--- src/assert_macros.svh ---
// Assertion helpers shared by the top module and the digit stack.
// Build with NO_ASSERTIONS defined to drop every check.
`ifndef ASSERT_MACROS_SVH
`define ASSERT_MACROS_SVH

`ifndef NO_ASSERTIONS

// prop must hold at every clock edge out of reset
`define ASSERT_PROP(lbl, clk, rstn, prop, msg) \
    lbl: assert property (@(posedge clk) disable iff (!(rstn)) (prop)) else $error(msg);

// expr must never be true at a clock edge out of reset
`define ASSERT_NEVER(lbl, clk, rstn, expr, msg) \
    lbl: assert property (@(posedge clk) disable iff (!(rstn)) !(expr)) else $error(msg);

`else

`define ASSERT_PROP(lbl, clk, rstn, prop, msg)
`define ASSERT_NEVER(lbl, clk, rstn, expr, msg)

`endif

`endif

--- src/i2a_pkg.sv ---
`default_nettype none

package i2a_pkg;

    localparam int VALUE_W     = 32;
    localparam int CHAR_W      = 8;
    localparam int DIGIT_W     = 4;
    localparam int STORE_DEPTH = 10;     // "4294967295" / "2147483648" need ten digits

    // floor(n / 10) == (n * RECIP_10) >> RECIP_SHIFT for every 32-bit n
    localparam logic [VALUE_W-1:0] RECIP_10    = 32'hCCCC_CCCD;
    localparam int                 RECIP_SHIFT = 35;

    localparam logic [CHAR_W-1:0] CHAR_MINUS = 8'h2D;   // '-'

    typedef struct packed {
        logic mul_en;   // capture mag * reciprocal
        logic hex;      // divide by 16 instead of 10
    } div_ctl_t;

    typedef struct packed {
        logic               push;
        logic               pop;
        logic [DIGIT_W-1:0] digit;
    } stk_ctl_t;

    typedef struct packed {
        logic empty;
        logic one_left;
        logic full;
    } stk_stat_t;

    function automatic logic [CHAR_W-1:0] digit_char(input logic [DIGIT_W-1:0] d);
        logic [CHAR_W-1:0] c;
        if (d < 4'd10) begin
            c = 8'h30 + {4'h0, d};                  // '0'..'9'
        end else begin
            c = 8'h61 + {4'h0, d} - 8'd10;          // 'a'..'f'
        end
        return c;
    endfunction

endpackage

`default_nettype wire

--- src/int_to_ascii_dec_hex.sv ---
// int_to_ascii_dec_hex: one 32-bit word in, its ASCII text out, one item per character.
// Input channel s_*: s_tdata = value, s_tuser = mode (0 signed decimal, 1 lower-case hex).
// Output channel m_*: m_tdata = character, m_tlast high on the final character.
// Decimal: '-' first for negative words, then the magnitude digits, most significant first,
// no leading zeros; 0x80000000 gives "-2147483648". Zero gives a single '0'.
// Hex: the word is unsigned, 1 to 8 digits, no sign.
// Timing: s_tready is high only while idle. After an item is taken the shared divide unit
// makes each decimal digit by a reciprocal multiply, then a remainder step, and one digit per
// cycle in hex; then characters leave at one per cycle when m_tready is held high.
// The input goes ready again in the cycle the last character is loaded into the output
// register, so the next item is taken while that character still waits.
// Receiver stall: the output register holds its item and the sequencer waits; nothing drops.
// Reset (aresetn low, synchronous) empties the digit store and the output register and
// returns to idle; the digit entries themselves are not cleared.
`default_nettype none

`include "assert_macros.svh"

module int_to_ascii_dec_hex
    import i2a_pkg::*;
#(
    parameter int DIGIT_DEPTH = STORE_DEPTH
) (
    input  wire logic                aclk,
    input  wire logic                aresetn,
    // input items
    input  wire logic                s_tvalid,
    output logic                     s_tready,
    input  wire logic [VALUE_W-1:0]  s_tdata,    // [31:0] value
    input  wire logic                s_tuser,    // [0] opcode
    // result items
    output logic                     m_tvalid,
    input  wire logic                m_tready,
    output logic      [CHAR_W-1:0]   m_tdata,    // [7:0] char_out
    output logic                     m_tlast     // last
);

    // sequencer states
    typedef enum logic [3:0] {
        S_IDLE = 4'b0001,   // waiting for an item
        S_MUL  = 4'b0010,   // decimal: reciprocal product being registered
        S_DIV  = 4'b0100,   // quotient/remainder ready, push one digit
        S_EMIT = 4'b1000    // stream sign and digits
    } state_t;

    state_t             state_reg, state_next;
    logic [VALUE_W-1:0] mag_reg, mag_next;
    logic               hex_reg, hex_next;
    logic               sign_reg, sign_next;
    logic               m_tvalid_reg, m_tvalid_next;
    logic [CHAR_W-1:0]  m_tdata_reg, m_tdata_next;
    logic               m_tlast_reg, m_tlast_next;

    div_ctl_t           div_ctl;
    logic [VALUE_W-1:0] quot;
    logic [DIGIT_W-1:0] rem;

    stk_ctl_t           stk_ctl;
    stk_stat_t          stk_stat;
    logic [DIGIT_W-1:0] top_digit;

    logic               out_free;
    logic               in_neg;

    assign s_tready = (state_reg == S_IDLE);
    assign m_tvalid = m_tvalid_reg;
    assign m_tdata  = m_tdata_reg;
    assign m_tlast  = m_tlast_reg;

    // output register can take a new character
    assign out_free = !m_tvalid_reg || m_tready;
    assign in_neg   = !s_tuser && s_tdata[VALUE_W-1];

    assign div_ctl.mul_en = (state_reg == S_MUL);
    assign div_ctl.hex    = hex_reg;

    i2a_radix_div u_div (
        .aclk (aclk),
        .ctl  (div_ctl),
        .mag  (mag_reg),
        .quot (quot),
        .rem  (rem)
    );

    i2a_digit_stack #(
        .DEPTH (DIGIT_DEPTH)
    ) u_stack (
        .aclk      (aclk),
        .aresetn   (aresetn),
        .ctl       (stk_ctl),
        .stat      (stk_stat),
        .top_digit (top_digit)
    );

    always_comb begin
        state_next    = state_reg;
        mag_next      = mag_reg;
        hex_next      = hex_reg;
        sign_next     = sign_reg;
        m_tvalid_next = m_tvalid_reg;
        m_tdata_next  = m_tdata_reg;
        m_tlast_next  = m_tlast_reg;
        stk_ctl       = '0;
        stk_ctl.digit = rem;

        if (m_tvalid_reg && m_tready) begin
            m_tvalid_next = 1'b0;
        end

        unique case (state_reg)
            S_IDLE: begin
                if (s_tvalid) begin
                    // magnitude by unsigned negation: most negative value stays exact
                    mag_next   = in_neg ? (VALUE_W'(0) - s_tdata) : s_tdata;
                    hex_next   = s_tuser;
                    sign_next  = in_neg;
                    state_next = s_tuser ? S_DIV : S_MUL;
                end
            end
            S_MUL: begin
                state_next = S_DIV;
            end
            S_DIV: begin
                stk_ctl.push = 1'b1;
                mag_next     = quot;
                if (quot == '0) begin
                    state_next = S_EMIT;
                end else begin
                    state_next = hex_reg ? S_DIV : S_MUL;
                end
            end
            S_EMIT: begin
                if (out_free) begin
                    m_tvalid_next = 1'b1;
                    if (sign_reg) begin
                        m_tdata_next = CHAR_MINUS;
                        m_tlast_next = 1'b0;
                        sign_next    = 1'b0;
                    end else begin
                        stk_ctl.pop  = 1'b1;
                        m_tdata_next = digit_char(top_digit);
                        m_tlast_next = stk_stat.one_left;
                        if (stk_stat.one_left) begin
                            state_next = S_IDLE;
                        end
                    end
                end
            end
            default: begin
                state_next = S_IDLE;
            end
        endcase
    end

    always_ff @(posedge aclk) begin
        if (!aresetn) begin
            state_reg    <= S_IDLE;
            sign_reg     <= 1'b0;
            m_tvalid_reg <= 1'b0;
        end else begin
            state_reg    <= state_next;
            sign_reg     <= sign_next;
            m_tvalid_reg <= m_tvalid_next;
        end
    end

    always_ff @(posedge aclk) begin
        mag_reg     <= mag_next;
        hex_reg     <= hex_next;
        m_tdata_reg <= m_tdata_next;
        m_tlast_reg <= m_tlast_next;
    end

    // store must hold at least one digit whenever characters are being sent
    `ASSERT_NEVER(a_emit_nonempty, aclk, aresetn, (state_reg == S_EMIT) && stk_stat.empty, "emit with empty digit store")
    // a taken item keeps the input closed on the next cycle
    `ASSERT_PROP(a_busy_after_accept, aclk, aresetn, (s_tvalid && s_tready) |=> !s_tready, "input ready straight after accept")
    // the sign is never the final character
    `ASSERT_NEVER(a_sign_not_last, aclk, aresetn, m_tvalid_reg && m_tlast_reg && (m_tdata_reg == CHAR_MINUS), "sign flagged last")
    // no leftover digits when a new item starts
    `ASSERT_NEVER(a_idle_empty, aclk, aresetn, (state_reg == S_IDLE) && !stk_stat.empty, "digits left over at idle")

endmodule

`default_nettype wire

--- src/i2a_radix_div.sv ---
`default_nettype none

// Shared divide-by-radix step: quotient and remainder of mag by 10 or 16.
// Decimal uses a registered reciprocal product, so mul_en must be high in the cycle before.
module i2a_radix_div
    import i2a_pkg::*;
(
    input  wire logic               aclk,
    input  wire div_ctl_t           ctl,
    input  wire logic [VALUE_W-1:0] mag,
    output logic      [VALUE_W-1:0] quot,
    output logic      [DIGIT_W-1:0] rem
);

    logic [2*VALUE_W-1:0] product_reg;
    logic [VALUE_W-1:0]   q_dec;
    logic [VALUE_W-1:0]   q_times10;

    always_ff @(posedge aclk) begin
        if (ctl.mul_en) begin
            product_reg <= {{VALUE_W{1'b0}}, mag} * {{VALUE_W{1'b0}}, RECIP_10};
        end
    end

    assign q_dec     = VALUE_W'(product_reg >> RECIP_SHIFT);
    assign q_times10 = (q_dec << 3) + (q_dec << 1);

    always_comb begin
        if (ctl.hex) begin
            quot = mag >> DIGIT_W;
            rem  = mag[DIGIT_W-1:0];
        end else begin
            quot = q_dec;
            rem  = DIGIT_W'(mag - q_times10);
        end
    end

endmodule

`default_nettype wire

--- src/i2a_digit_stack.sv ---
`default_nettype none

`include "assert_macros.svh"

// LIFO of digit values: filled least significant first, drained from the top.
module i2a_digit_stack
    import i2a_pkg::*;
#(
    parameter int DEPTH = STORE_DEPTH
) (
    input  wire logic               aclk,
    input  wire logic               aresetn,
    input  wire stk_ctl_t           ctl,
    output stk_stat_t               stat,
    output logic      [DIGIT_W-1:0] top_digit
);

    localparam int CNT_W = $clog2(DEPTH + 1);
    localparam int IDX_W = (DEPTH > 1) ? $clog2(DEPTH) : 1;

    logic [DIGIT_W-1:0] mem [DEPTH];
    logic [CNT_W-1:0]   count_reg;
    logic [CNT_W-1:0]   count_next;
    logic [CNT_W-1:0]   top_pos;

    assign top_pos   = count_reg - CNT_W'(1);
    assign top_digit = mem[top_pos[IDX_W-1:0]];

    assign stat.empty    = (count_reg == '0);
    assign stat.one_left = (count_reg == CNT_W'(1));
    assign stat.full     = (count_reg == CNT_W'(DEPTH));

    always_comb begin
        count_next = count_reg;
        if (ctl.push && !stat.full) begin
            count_next = count_reg + CNT_W'(1);
        end else if (ctl.pop && !stat.empty) begin
            count_next = count_reg - CNT_W'(1);
        end
    end

    always_ff @(posedge aclk) begin
        if (!aresetn) begin
            count_reg <= '0;
        end else begin
            count_reg <= count_next;
        end
    end

    always_ff @(posedge aclk) begin
        if (ctl.push && !stat.full) begin
            mem[count_reg[IDX_W-1:0]] <= ctl.digit;
        end
    end

    `ASSERT_NEVER(a_push_full, aclk, aresetn, ctl.push && stat.full, "digit push while full")
    `ASSERT_NEVER(a_pop_empty, aclk, aresetn, ctl.pop && stat.empty, "digit pop while empty")
    `ASSERT_NEVER(a_push_pop, aclk, aresetn, ctl.push && ctl.pop, "push and pop together")

endmodule

`default_nettype wire

--- config.mk ---
export PLATFORM = sky130hd
export DESIGN_NAME = int_to_ascii_dec_hex
export DESIGN_NICKNAME = d
export VERILOG_FILES = /design/src/i2a_pkg.sv /design/src/int_to_ascii_dec_hex.sv /design/src/i2a_radix_div.sv /design/src/i2a_digit_stack.sv
export VERILOG_INCLUDE_DIRS = /design/src /design/src/src
export SDC_FILE = /design/constraint.sdc
export NUM_CORES = 1
export LEC_CHECK = 0
export BUFFER_PORTS_ARGS = -buffer_cell sky130_fd_sc_hd__buf_4
export CORE_ASPECT_RATIO = 0.8
export CORE_MARGIN = 2
export CORE_UTILIZATION = 45
export DETAILED_ROUTE_END_ITERATION = 6
export PLACE_DENSITY = 0.64
export SLEW_MARGIN = 20
export SYNTH_ARGS = -nofsm -noshare
export SYNTH_HDL_FRONTEND = slang
export SYNTH_SLANG_ARGS = --single-unit
--- constraint.sdc ---
create_clock -name aclk -period 12 [get_ports aclk]
set_clock_uncertainty 0.2 [all_clocks]
set_input_delay 0 -clock aclk [delete_from_list [all_inputs] [get_ports aclk]]
set_output_delay 0 -clock aclk [all_outputs]
set_load 0.005 [all_outputs]
Word level (Yosys, flattened, before mapping). Memories as Yosys holds them, arrays and structs flattened. Cells that the tools add are included.

Register bits: 116. RAM bits: 40. Input port bits: 37. Output and inout port bits: 11. Logic and storage cells: 77. Memories kept: 1.

Memory list: u_stack.mem (depth 10, bits a word 4, rd ports 1, clocked after memory_dff 0, wr ports 1, line i2a_digit_stack.sv:21) `logic [DIGIT_W-1:0] mem [DEPTH];`.

$add $sub $neg: 8. $mul: 1. $lt $le $gt $ge: 1. Equality and inequality tests: 10. Muxes and demuxes: 28. Reduce and logical (&&, ||, !) cells: 19.

Operator list (number): multiplier 32 x 32 -> 64 bit (second input constant) (1); 2-to-1 mux 32 bit (2); case mux 32 bit (2 select lines) (1); zero test 32 bit (1); 2-to-1 mux 4 bit (8); subtractor 1 x 32 -> 32 bit (first input constant) (1); 2-to-1 mux 29 bit (1); case mux 4 bit (4 select lines) (1); 2-to-1 mux 1 bit (11); adder 7 x 4 -> 8 bit (first input constant) (1); equality test 4 x 1 -> 1 bit (second input constant) (2); equality test 4 bit (second input constant) (2); 2-to-1 mux 8 bit (1); != test 2 bit (second input constant) (4); subtractor 8 x 4 -> 8 bit (second input constant) (1); adder 6 x 4 -> 7 bit (first input constant) (1); 2-to-1 mux 3 bit (2); AND reduction 2 bit (3); nonzero test 2 bit (3); adder 4 x 1 -> 4 bit (second input constant) (1); adder 4 bit (1); equality test 4 x 2 -> 1 bit (second input constant) (1); equality test 4 x 3 -> 1 bit (second input constant) (1); logical AND 1 bit (4); other kinds (9) (12).

Longest topological paths before layout. Gate-level depths: netlist of run 1.

Depth in word-level cells: 7. Depth in mapped cells: 26. Depth with buffers taken out: 26.

Cells and area by module. A second synthesis of run 1 with hierarchy kept.

Cell total of the unflattened synthesis: 2344. Area, all modules: 23617.7 µm².

Modules (own cells, without submodules): i2a_radix_div (times used 1, cells each 1932, area an instance 18855.6 µm², sequential area each 870.8 µm²); int_to_ascii_dec_hex (times used 1, cells each 288, area an instance 2792.7 µm², sequential area each 1351.3 µm²); i2a_digit_stack (times used 1, cells each 124, area an instance 1969.4 µm², sequential area each 1281.2 µm²).

Least setup slack after synthesis of run 1. Ideal clock, no wire load.

Kind: flip-flop to flip-flop. Start: reg mag_reg[18]. End: reg u_div.product_reg[49] (data pin). Setup time: 260 ps. Arrival: 6712 ps. Data required time: 11540 ps. Setup slack: 4829 ps. Stages on the path, launching flop included: 26. Buffers on the path: 0. Period minus slack after synthesis: 7171 ps. Path through: edfxtp_1 ha_1 inv_1 fa_1 inv_1 fa_1 inv_1 fa_1 inv_1 fa_1 fa_1 fa_1 inv_1 fa_1 inv_1 ha_1 a21o_1 a311o_1 a221oi_1 a21oi_1 a211oi_1 o211ai_1 a21oi_2 o21a_1 o221ai_1 xnor2_1.

Cells in the longest elaborated chain, start to end: 1.

Ends and longest elaborated chain: start: declaration (line int_to_ascii_dec_hex.sv:47) `logic [VALUE_W-1:0] mag_reg, mag_next;`; start signal: assignment (line int_to_ascii_dec_hex.sv:168) `mag_reg <= mag_next;`; multiplier 32 x 32 -> 64 bit (line i2a_radix_div.sv:21) `product_reg <= {{VALUE_W{1'b0}}, mag} * {{VALUE_W{1'b0}}, RECIP_10};`; end signal: assignment (line i2a_radix_div.sv:21); end: declaration (line i2a_radix_div.sv:15) `logic [2*VALUE_W-1:0] product_reg;`.

No other way between the ends. A chain may end at the register's enable or synchronous reset.

Worst setup path in the final report of run 1.
Start: reg mag_reg[13]. End: reg u_div.product_reg[58] (data pin).

The elaborated chain is that of the path after synthesis.

==> results.md, run 1 <==
| Metric | Reported |
|---|---|
| Detailed-route wire length | 66,600 µm |
| Final Net Count | 3,090 |
| Final global-route overflow total | 0 |
| Y dimension of the die | 206 µm |
| Number of routed nets with antenna violations | 0 |
| Synthesized net count | 3,008 |
| Arrival time at the worst endpoint | 8.45 ns |
| DP Wirelength | 58,400 µm |
| Critical path type | flip-flop to flip-flop |
| Run status | completed |
| Antenna fix cells | 0 |
| TNS Setup | 0 ns |
| Standard cell with the maximum stage delay on the critical path | ha_1 |
| Worst Tran Pin Value | 0.967 ns |
| Detailed Routing Iterations Pass 1 | 5 |
| Number of remaining DRC errors | 0 |
| Worst hold path depth | 2 |
| CTS Root Cell | clkbuf_16 |
| Final period util | 70.8% |
| Post-synth design cell area | 22,900 µm² |
| Clock sink total | 120 |
| Port bufs | 46 |
| Top flip-flop cell by instance count after synthesis | edfxtp_1 |
| Hold violation total from the final report | 0 |
| Number of setup violations in the final report | 0 |
| Standard cell area after detailed placement | 24,000 µm² |
| DRT iter0 DRCs | 1,182 |
| CTS HTree Levels | 4 |
| Number of warnings printed during yosys synthesis | 0 |
| Area occupied by registers | 3500 µm² |
| Number of post-CTS setup repair buffers | 0 |
| Area of the multi-input gates | 17,100 µm² |
| TritonCTS clock tree | built |
| Detailed-route vias per instance | 5.34 |
| Die area | 52,800 µm² |
| Source-to-sink clock delay at the later pin of the worst-skew pair | 0.42 ns |
| Global-route wire length before repair | 104,000 µm |
| Share of layout cells above drive strength 1 | 5.25% |
| Final Core Density | 50.3% |
| Avg Synthesized Cell Area | 10.3 µm² |
| Fraction of registers with async set or reset after synthesis | 0% |
| Count of instances resized after the clock tree is built | 0 |
| Sequential cell area fraction in the yosys report | 15.3% |
| Vias | 16,000 |
| Clk buf depth | 2 |
| Worst-path fanout max | 7 |
| Site row count | 73 |
| Number of global-route vias before repair | 17,400 |
| Slowest stage delay, CP | 0.69 ns |
| Peak Freq | 118 MHz |
| Synth-to-Final Area Change | 9.71% |
| Starting Density | 45.8% |
| Number of buffers inserted during clock tree synthesis | 17 |
| Number of flip-flops in the largest register | 40 |
| Cell mode on critical path | inv_1 |
| Filler cell count | 4,608 |
| Cell total after placement | 2,916 |
| Headroom to the max-slew limit | 35.5% |
| Cells after synthesis | 2,227 |
| RSZ-0062 raised after global routing | no |
| Flip-flop and latch count after synthesis | 120 |
| Cell variety after synth | 81 |
| All-Layer GR Usage | 26.6% |
| Placeable core region | 50,100 µm² |
| Average routed wire per standard cell | 22.2 µm |
| Cell Count, Final, Fillers Out | 2,997 |
| Clock slew seen by the registers of the worst setup and hold paths | 0.06 ns |
| I/O pin total | 48 |
| Initial antenna violation count | 0 |
| Minimum clock period | 8.49 ns |
| Post-route cell area | 25,200 µm² |
| Worst-case reg-to-reg path depth | 26 |
| Type of element launching the critical path | flip-flop |
| Maximum number of pins on one net before global-route repair | 44 |
| Type of the tightest min-delay check | input port to flip-flop |
| Max-capacitance violation count | 0 |
| Max-slew violation count | 0 |
| Count of flip-flops with a built-in enable after synthesis | 110 |
| Kind of end point of the critical path | flip-flop |
| Die width | 256 µm |
| Critical path data required time | 11.96 ns |
| Routability-driven placement congestion ratio | 0.956 |
[timing repair]
| action | in CTS | in global routing |
|---|---|---|
| setup endpoints to repair | 0 | 0 |
| endpoints found under the hold margin | 44 | 0 |
| hold buffers | 49 | 0 |
[Yosys cell counts (all sizes together), types with 3 or more instances]
cell type / instances / area share, %
a2111oi: 3 / 0.14
mux2: 9 / 0.44
edfxtp: 110 / 14
clkbuf: 36 / 0.59
nor2b: 15 / 0.44
xnor2: 52 / 2.0
nand4: 17 / 0.46
o41ai: 5 / 0.22
mux4: 8 / 0.79
a211oi: 10 / 0.35
and3: 10 / 0.27
fa: 386 / 34
or3: 3 / 0.10
a211o: 3 / 0.11
xor2: 59 / 2.3
inv: 593 / 9.7
nor2: 63 / 1.0
buf: 3 / 0.065
mux2i: 23 / 1.0
or4: 6 / 0.20
o21a: 7 / 0.23
a21oi: 96 / 2.1
dfxtp: 10 / 0.87
o21ai: 63 / 1.4
nor4b: 4 / 0.15
nand2b: 11 / 0.31
o211ai: 4 / 0.15
ha: 358 / 20
o21bai: 9 / 0.29
nand2: 79 / 1.3
a221oi: 4 / 0.18
and2: 26 / 0.71
a311oi: 3 / 0.11
a31oi: 8 / 0.22
nor3: 21 / 0.46
o31ai: 5 / 0.19
nor4: 11 / 0.30
a21o: 46 / 1.5
nand3: 14 / 0.33
[kinds of logic after synthesis]
group | share of synthesized area, %
compound gates | 8.15
xor+xnor | 4.27
fa+ha+maj | 53.2
buf+inv | 10.4
flops | 15.3
mux | 2.23
other cells | 0.0327
simple gates | 6.45
[layout make-up]
type | instances | share of cell area (%)
multi-input combinational | 1475 | 67.8
clock inverter | 15 | 0.841
sequential | 120 | 13.9
timing repair buffer | 102 | 3.53
inverter | 593 | 8.85
clock buffer | 17 | 1.69
tap | 675 | 3.36
[per-stage QoR]
stage	setup slack, ns	hold WS (ns)
6_report	3.51	0.170
5_1_grt	3.19	0.192
4_1_cts	3.62	0.166
3_5_place_dp	3.66	0.0588
3_3_place_gp	3.69	0.0587
2_1_floorplan	4.83	-0.101
[worst max-delay path, delay by kind of cell, from the launching register on]
family                     cells  cell delay (ns)
DFF                            1             0.67
buffers and inverters          6             0.38
xor gates and xnor gates       2             0.30
AOI/OAI and AO/OA              8             2.14
adders and majority gates      9             4.29
and+or+nand+nor                1             0.25
[final timing paths]
kind	start	slack (ns)	end
max	mag_reg[13]$_DFFE_PP_	3.51	u_div.product_reg[58]$_DFFE_PP_
min	s_tuser	0.17	hex_reg$_DFFE_PP_
max reg2reg	mag_reg[13]$_DFFE_PP_	3.51	u_div.product_reg[58]$_DFFE_PP_
min reg2reg	state_reg[3]$_SDFFE_PN0P_	0.45	state_reg[2]$_SDFFE_PN0P_
[layer usage]
layer	up-vias	wire length [µm]	track usage (%)
met5	-	0	0
met4	0	1250	5.46
met3	73	6480	8.60
met2	614	27900	39.1
met1	7995	30900	38.5
li1	7307	-	-
[cells in the final DEF, fill, tap and decap left out, drive strengths merged, types with 11 or more instances in the layout]
master         n
dlygate4sd3   49
nand4         17
o21ai         63
xnor2         52
a21o          46
a21oi         96
ha           358
xor2          59
nor2b         15
edfxtp       110
mux2i         23
inv          599
nand2         79
clkbuf        17
nor4          11
fa           386
buf           53
nand3         14
nor2          63
nand2b        11
nor3          21
and2          26
Power of run 1 is not shown: default switching activity piles up to over one toggle a cycle in this logic, so the estimate is an artifact.
==> run 2: changes to the inputs <==
==> constraint.sdc (replaced) <==
create_clock -name aclk -period 8 [get_ports aclk]
set_clock_uncertainty 0.2 [all_clocks]
set_input_delay 0 -clock aclk [delete_from_list [all_inputs] [get_ports aclk]]
set_output_delay 0 -clock aclk [all_outputs]
set_load 0.005 [all_outputs]
==> results.md, run 2 (synthesis results as in run 1) <==
| Metric | Reported | vs previous |
|---|---|---|
| Max-slew violation count | 0 | unchanged |
| Site row count | 73 | unchanged |
| Number of setup violations in the final report | 0 | unchanged |
| Vias | 16,500 | +3.4% |
| Starting Density | 45.8% | unchanged |
| Run status | completed |  |
| Clk buf depth | 2 | unchanged |
| DRT iter0 DRCs | 1,436 | +21% |
| Die area | 52,800 µm² | unchanged |
| Commonest non-fill, non-tap cell in the layout | inv_1 |  |
| Clock sink total | 120 | unchanged |
| Hold violation total from the final report | 0 | unchanged |
| I/O pin total | 48 | unchanged |
| Global-route wire length before repair | 108,000 µm | +3.7% |
| Port bufs | 46 | unchanged |
| Number of routed nets with antenna violations | 0 | unchanged |
| Post-route cell area | 26,100 µm² | +3.9% |
| CTS HTree Levels | 4 | unchanged |
| Standard cell area after detailed placement | 24,800 µm² | +3.3% |
| Worst hold path depth | 5 | +3 |
| Worst Tran Pin Value | 1.02 ns | +0.0571 ns |
| All-Layer GR Usage | 28.0% | +1.4 points |
| Commonest cells after routing, fill and taps aside | inv_1 (593), fa_1 (386), ha_1 (349), buf_4 (173), edfxtp_1 (110) |  |
| Detailed-route wire length | 70,800 µm | +6.2% |
| Antenna fix cells | 0 | unchanged |
| Share of layout cells above drive strength 1 | 10.8% | +5.5 points |
| Worst-case reg-to-reg path depth | 23 | -12% |
| Initial antenna violation count | 1 | +1 |
| DP Wirelength | 62,700 µm | +7.4% |
| Detailed Routing Iterations Pass 1 | 5 | unchanged |
| Minimum clock period | 7.81 ns | -0.677 ns |
| Number of remaining DRC errors | 0 | unchanged |
| Detailed-route vias per instance | 5.31 | -0.45% |
| Type of element launching the critical path | flip-flop |  |
| Type of the tightest min-delay check | input port to flip-flop |  |
| Number of buffers inserted during clock tree synthesis | 17 | unchanged |
| Arrival time at the worst endpoint | 7.80 ns | -0.65 ns |
| Number of flip-flops in the largest register | 40 | unchanged |
| Critical path type | flip-flop to flip-flop |  |
| Routability-driven placement congestion ratio | 1.00 | +4.9% |
| Maximum number of pins on one net before global-route repair | 44 | unchanged |
| Peak Freq | 128 MHz | +8.7% |
| Source-to-sink clock delay at the later pin of the worst-skew pair | 0.46 ns | +0.04 ns |
| TritonCTS clock tree | built |  |
| Worst-path fanout max | 7 | unchanged |
| Number of global-route vias before repair | 17,700 | +2.0% |
| Placeable core region | 50,100 µm² | unchanged |
| Clock slew seen by the registers of the worst setup and hold paths | 0.08 ns | +0.02 ns |
| Final Net Count | 3,205 | +3.7% |
| Synth-to-Final Area Change | 14.0% |  |
| Final period util | 97.7% | +27 points |
| Critical path data required time | 7.99 ns | -3.97 ns |
| Die width | 256 µm | unchanged |
| Max-capacitance violation count | 0 | unchanged |
| Headroom to the max-slew limit | 31.0% | -4.4 points |
| Y dimension of the die | 206 µm | unchanged |
| CTS Root Cell | clkbuf_16 |  |
| Final global-route overflow total | 0 | unchanged |
| Average routed wire per standard cell | 22.7 µm | +2.3% |
| Kind of end point of the critical path | flip-flop |  |
| Filler cell count | 4,544 | -1.4% |
run 2: layout make-up:
cell class | instances | area (µm²) | area share [%]
Timing Repair Buffer | 217 | 1750 | 6.68
Multi-Input combinational cell | 1475 | 17200 | 65.7
Clock buffer | 18 | 429 | 1.64
Tap cell | 675 | 845 | 3.23
Sequential cell | 120 | 3500 | 13.4
Clock inverter | 14 | 211 | 0.809
Inverter | 593 | 2230 | 8.52
run 2: critical path, cell delays in order, from the launching register on:
cell and delay [ns]:
edfxtp_1 0.61, ha_1 0.33, inv_1 0.13, fa_1 0.57, inv_1 0.08, fa_1 0.52
inv_1 0.07, fa_1 0.51, inv_1 0.07, fa_1 0.57, fa_1 0.45, fa_1 0.40
fa_1 0.47, ha_1 0.41, and4_1 0.29, nand4_1 0.15, or4_1 0.52, a211oi_2 0.29
a2bb2oi_2 0.12, o21ai_2 0.17, o211a_4 0.25, o31ai_2 0.09, nor2b_4 0.16, xnor2_2 0.12
run 2: worst paths after layout:
check	start	endpoint	slack [ns]
min	s_tdata[1]	mag_reg[1]$_DFFE_PP_	0.04
max reg2reg	mag_reg[9]$_DFFE_PP_	u_div.product_reg[62]$_DFFE_PP_	0.19
max	mag_reg[9]$_DFFE_PP_	u_div.product_reg[62]$_DFFE_PP_	0.19
min reg2reg	hex_reg$_DFFE_PP_	state_reg[1]$_SDFFE_PN0P_	0.37
run 2: per-layer routing:
metal	track usage [%]	share of wire, %	vias up
met4	4.88	1.4	0
li1	-	-	7540
met2	39.9	41	658
met5	0	0	-
met1	39.9	46	8272
met3	12.2	12	58
run 2: through the flow:
stage	util (%)	setup TNS, ns	setup WS, ns	instances	hold slack [ns]
after floorplan	-	0	0.829	2227	-0.101
after global placement	49.6	0	0.00263	3023	0.0542
after detailed placement	49.6	0	0.0935	3023	0.0565
after CTS	51.7	0	0.0210	3097	0.0171
after global routing	52.2	-0.0487	-0.0382	3112	0.0797
final	52.2	0	0.187	3112	0.0389
run 2: what timing repair did:
action | CTS | global route
buffers inserted | 0 | 14
endpoints found under the hold margin | 38 | 0
endpoints found under the setup margin | 0 | 14
gates resized for setup | 0 | 25
hold buffers | 42 | 0
Power of run 2 is left out for the same reason.
==> run 3: changes to the inputs <==
--- a/config.mk
+++ b/config.mk
@@ -7,6 +7,7 @@
 export NUM_CORES = 1
 export LEC_CHECK = 0
 export BUFFER_PORTS_ARGS = -buffer_cell sky130_fd_sc_hd__buf_4
+export CAP_MARGIN = 20
 export CORE_ASPECT_RATIO = 0.8
 export CORE_MARGIN = 2
 export CORE_UTILIZATION = 45
@@ -15,4 +16,5 @@
 export SLEW_MARGIN = 20
 export SYNTH_ARGS = -nofsm -noshare
 export SYNTH_HDL_FRONTEND = slang
+export SYNTH_HIERARCHICAL = 1
 export SYNTH_SLANG_ARGS = --single-unit
==> results.md, run 3 <==
| Metric | Reported | vs previous |
|---|---|---|
| CTS Root Cell | clkbuf_16 |  |
| Final period util | 97.5% | -0.21 points |
| Number of setup violations in the final report | 0 | unchanged |
| Standard cell area after detailed placement | 25,300 µm² | +2.1% |
| Run status | completed |  |
| Maximum number of pins on one net before global-route repair | 52 | +18% |
| Final worst slack | 0.204 ns | +0.0168 ns |
| Number of buffers inserted during clock tree synthesis | 17 | unchanged |
| DP Wirelength | 62,000 µm | -1.1% |
| Commonest non-fill, non-tap cell in the layout | inv_1 |  |
| Critical path data required time | 8.04 ns | +0.05 ns |
| Global-route wire length before repair | 110,000 µm | +1.8% |
| Worst hold path depth | 3 | -2 |
| Register-to-register setup slack | 0.20 ns | +0.02 ns |
| Global routing met2 resource utilization | 39.0% | -0.89 points |
| Arrival time at the worst endpoint | 7.84 ns | +0.04 ns |
| Post-route cell area | 26,700 µm² | +2.3% |
| Share of layout cells above drive strength 1 | 11.2% | +0.49 points |
| Source of the worst hold timing path | s_tdata[19] |  |
| Vias | 17,200 | +3.9% |
| Type of the tightest min-delay check | input port to flip-flop |  |
| Source-to-sink clock delay at the later pin of the worst-skew pair | 0.44 ns | -0.02 ns |
| GR Util met3 | 10.7% | -1.5 points |
| Clock sink total | 120 | unchanged |
| Kind of end point of the critical path | flip-flop |  |
| I/O pin total | 48 | unchanged |
| Type of element launching the critical path | flip-flop |  |
| Die area | 54,300 µm² | +2.9% |
| Starting Density | 45.3% | -0.56 points |
| Detailed Routing Iterations Pass 1 | 5 | unchanged |
| All-Layer GR Usage | 27.5% | -0.58 points |
| Routability-driven placement congestion ratio | 1.03 | +2.5% |
| Final Net Count | 3,302 | +3.0% |
| Critical path type | flip-flop to flip-flop |  |
| Port bufs | 46 | unchanged |
| Commonest cells after routing, fill and taps aside | inv_1 (639), fa_1 (384), ha_1 (341), buf_4 (168), edfxtp_1 (110) |  |
| Number of routed nets with antenna violations | 0 | unchanged |
| Worst-case reg-to-reg path depth | 21 | -8.7% |
| Clk buf depth | 2 | unchanged |
| Number of warnings printed during yosys synthesis | 6 | +6 |
| Met1 Use GR | 39.6% | -0.31 points |
| Cells after synthesis | 2,342 | +5.2% |
| FF-to-FF End | u_div/product_reg[63]$_DFFE_PP_ |  |
| Number of flip-flops in the largest register | 40 | unchanged |
| Clock slew seen by the registers of the worst setup and hold paths | 0.07 ns | about the same |
| Gr busiest metal | met1 |  |
| WHS Endpoint | mag_reg[19]$_DFFE_PP_ |  |
| Average routed wire per standard cell | 22.0 µm | -3.1% |
| Minimum clock period | 7.80 ns | -0.0168 ns |
| DRT iter0 DRCs | 1,466 | +2.1% |
| Placeable core region | 52,200 µm² | +4.2% |
| RR Startpoint | mag_reg[16]$_DFFE_PP_ |  |
| Avg Synthesized Cell Area | 10.1 µm² | -2.1% |
| Initial antenna violation count | 1 | unchanged |
| Worst-path fanout max | 6 | -1 |
| Y dimension of the die | 209 µm | +1.4% |
| Synth-to-Final Area Change | 13.2% |  |
| Max-capacitance violation count | 0 | unchanged |
| Site row count | 75 | +2.7% |
| TritonCTS clock tree | built |  |
| Detailed-route wire length | 71,200 µm | +0.61% |
| Worst Tran Pin Value | 0.973 ns | -0.0506 ns |
| CTS HTree Levels | 4 | unchanged |
| Hold violation total from the final report | 0 | unchanged |
| Max-slew violation count | 0 | unchanged |
| Peak Freq | 128 MHz | +0.21% |
| Final global-route overflow total | 0 | unchanged |
| Detailed-route vias per instance | 5.32 | +0.14% |
| Number of remaining DRC errors | 0 | unchanged |
| Final hold slack | 0.0659 ns | +0.0270 ns |
| Post-Place Setup Slack | -0.0619 ns | -0.155 ns |
| Die width | 260 µm | +1.4% |
| Filler cell count | 4,815 | +6.0% |
| Post-synth design cell area | 23,600 µm² | +3.0% |
| Headroom to the max-slew limit | 35.0% | +4.0 points |
| Number of global-route vias before repair | 18,400 | +4.1% |
[run 3: how the worst max path moves through the flow]
stage                     startpoint                         endpoint  slack [ns]  cells past startpoint
5_1_grt        mag_reg[10]$_DFFE_PP_  u_div/product_reg[62]$_DFFE_PP_       -0.09                     22
3_3_place_gp   mag_reg[13]$_DFFE_PP_  u_div/product_reg[61]$_DFFE_PP_        0.02                     23
3_5_place_dp   mag_reg[18]$_DFFE_PP_  u_div/product_reg[63]$_DFFE_PP_       -0.06                     23
4_1_cts        mag_reg[14]$_DFFE_PP_  u_div/product_reg[63]$_DFFE_PP_        0.05                     23
2_1_floorplan   mag_reg[9]$_DFFE_PP_  u_div/product_reg[63]$_DFFE_PP_        0.62                     24
6_report       mag_reg[16]$_DFFE_PP_  u_div/product_reg[63]$_DFFE_PP_        0.20                     21
[run 3: area by class of cell]
| class | count | area (µm²) | area share [%] |
|---|---|---|---|
| Multi-Input combinational cell | 1530 | 17600 | 66.0 |
| Clock buffer | 18 | 429 | 1.61 |
| Antenna cell | 2 | 5.00 | 0.0187 |
| Timing Repair Buffer | 212 | 1700 | 6.37 |
| Inverter | 641 | 2410 | 9.00 |
| Sequential cell | 120 | 3500 | 13.1 |
| Tap cell | 693 | 867 | 3.24 |
| Clock inverter | 14 | 185 | 0.693 |
[run 3: per-layer routing]
| layer | up-vias | part of all wire (%) |
|---|---|---|
| met2 | 658 | 42 |
| met4 | 4 | 1.6 |
| met5 | - | 0.20 |
| met1 | 8575 | 45 |
| li1 | 7873 | - |
| met3 | 69 | 11 |
[run 3: repair_timing]
item | in CTS | in global routing
hold buffers | 43 | 0
hold endpoints to repair | 42 | 0
pin swaps | 0 | 6
endpoints found under the setup margin | 5 | 17
setup buffers | 3 | 21
gates resized for setup | 4 | 32
[run 3: stage by stage]
step,TNS (ns),utilization [%],cells
after global routing,-0.345,51.2,3228
final,0,51.2,3230
after global placement,0,48.6,3129
after CTS,0,50.7,3207
after floorplan,0,-,2344
after detailed placement,-0.0969,48.6,3129
[run 3: worst max-delay path: stages (launching register included)]
cell and delay [ns]:
edfxtp_1 0.54, ha_2 0.46, inv_1 0.14, fa_1 0.50
inv_1 0.07, fa_1 0.52, inv_1 0.06, fa_1 0.51
inv_1 0.06, fa_1 0.55, fa_1 0.43, fa_1 0.56
fa_1 0.45, ha_1 0.42, nand4_4 0.16, or4_4 0.51
or4_4 0.56, o32ai_4 0.22, o211ai_4 0.14, a21oi_2 0.17
a211oi_1 0.08, a2111oi_2 0.28
Power of run 3 is left out for the same reason.
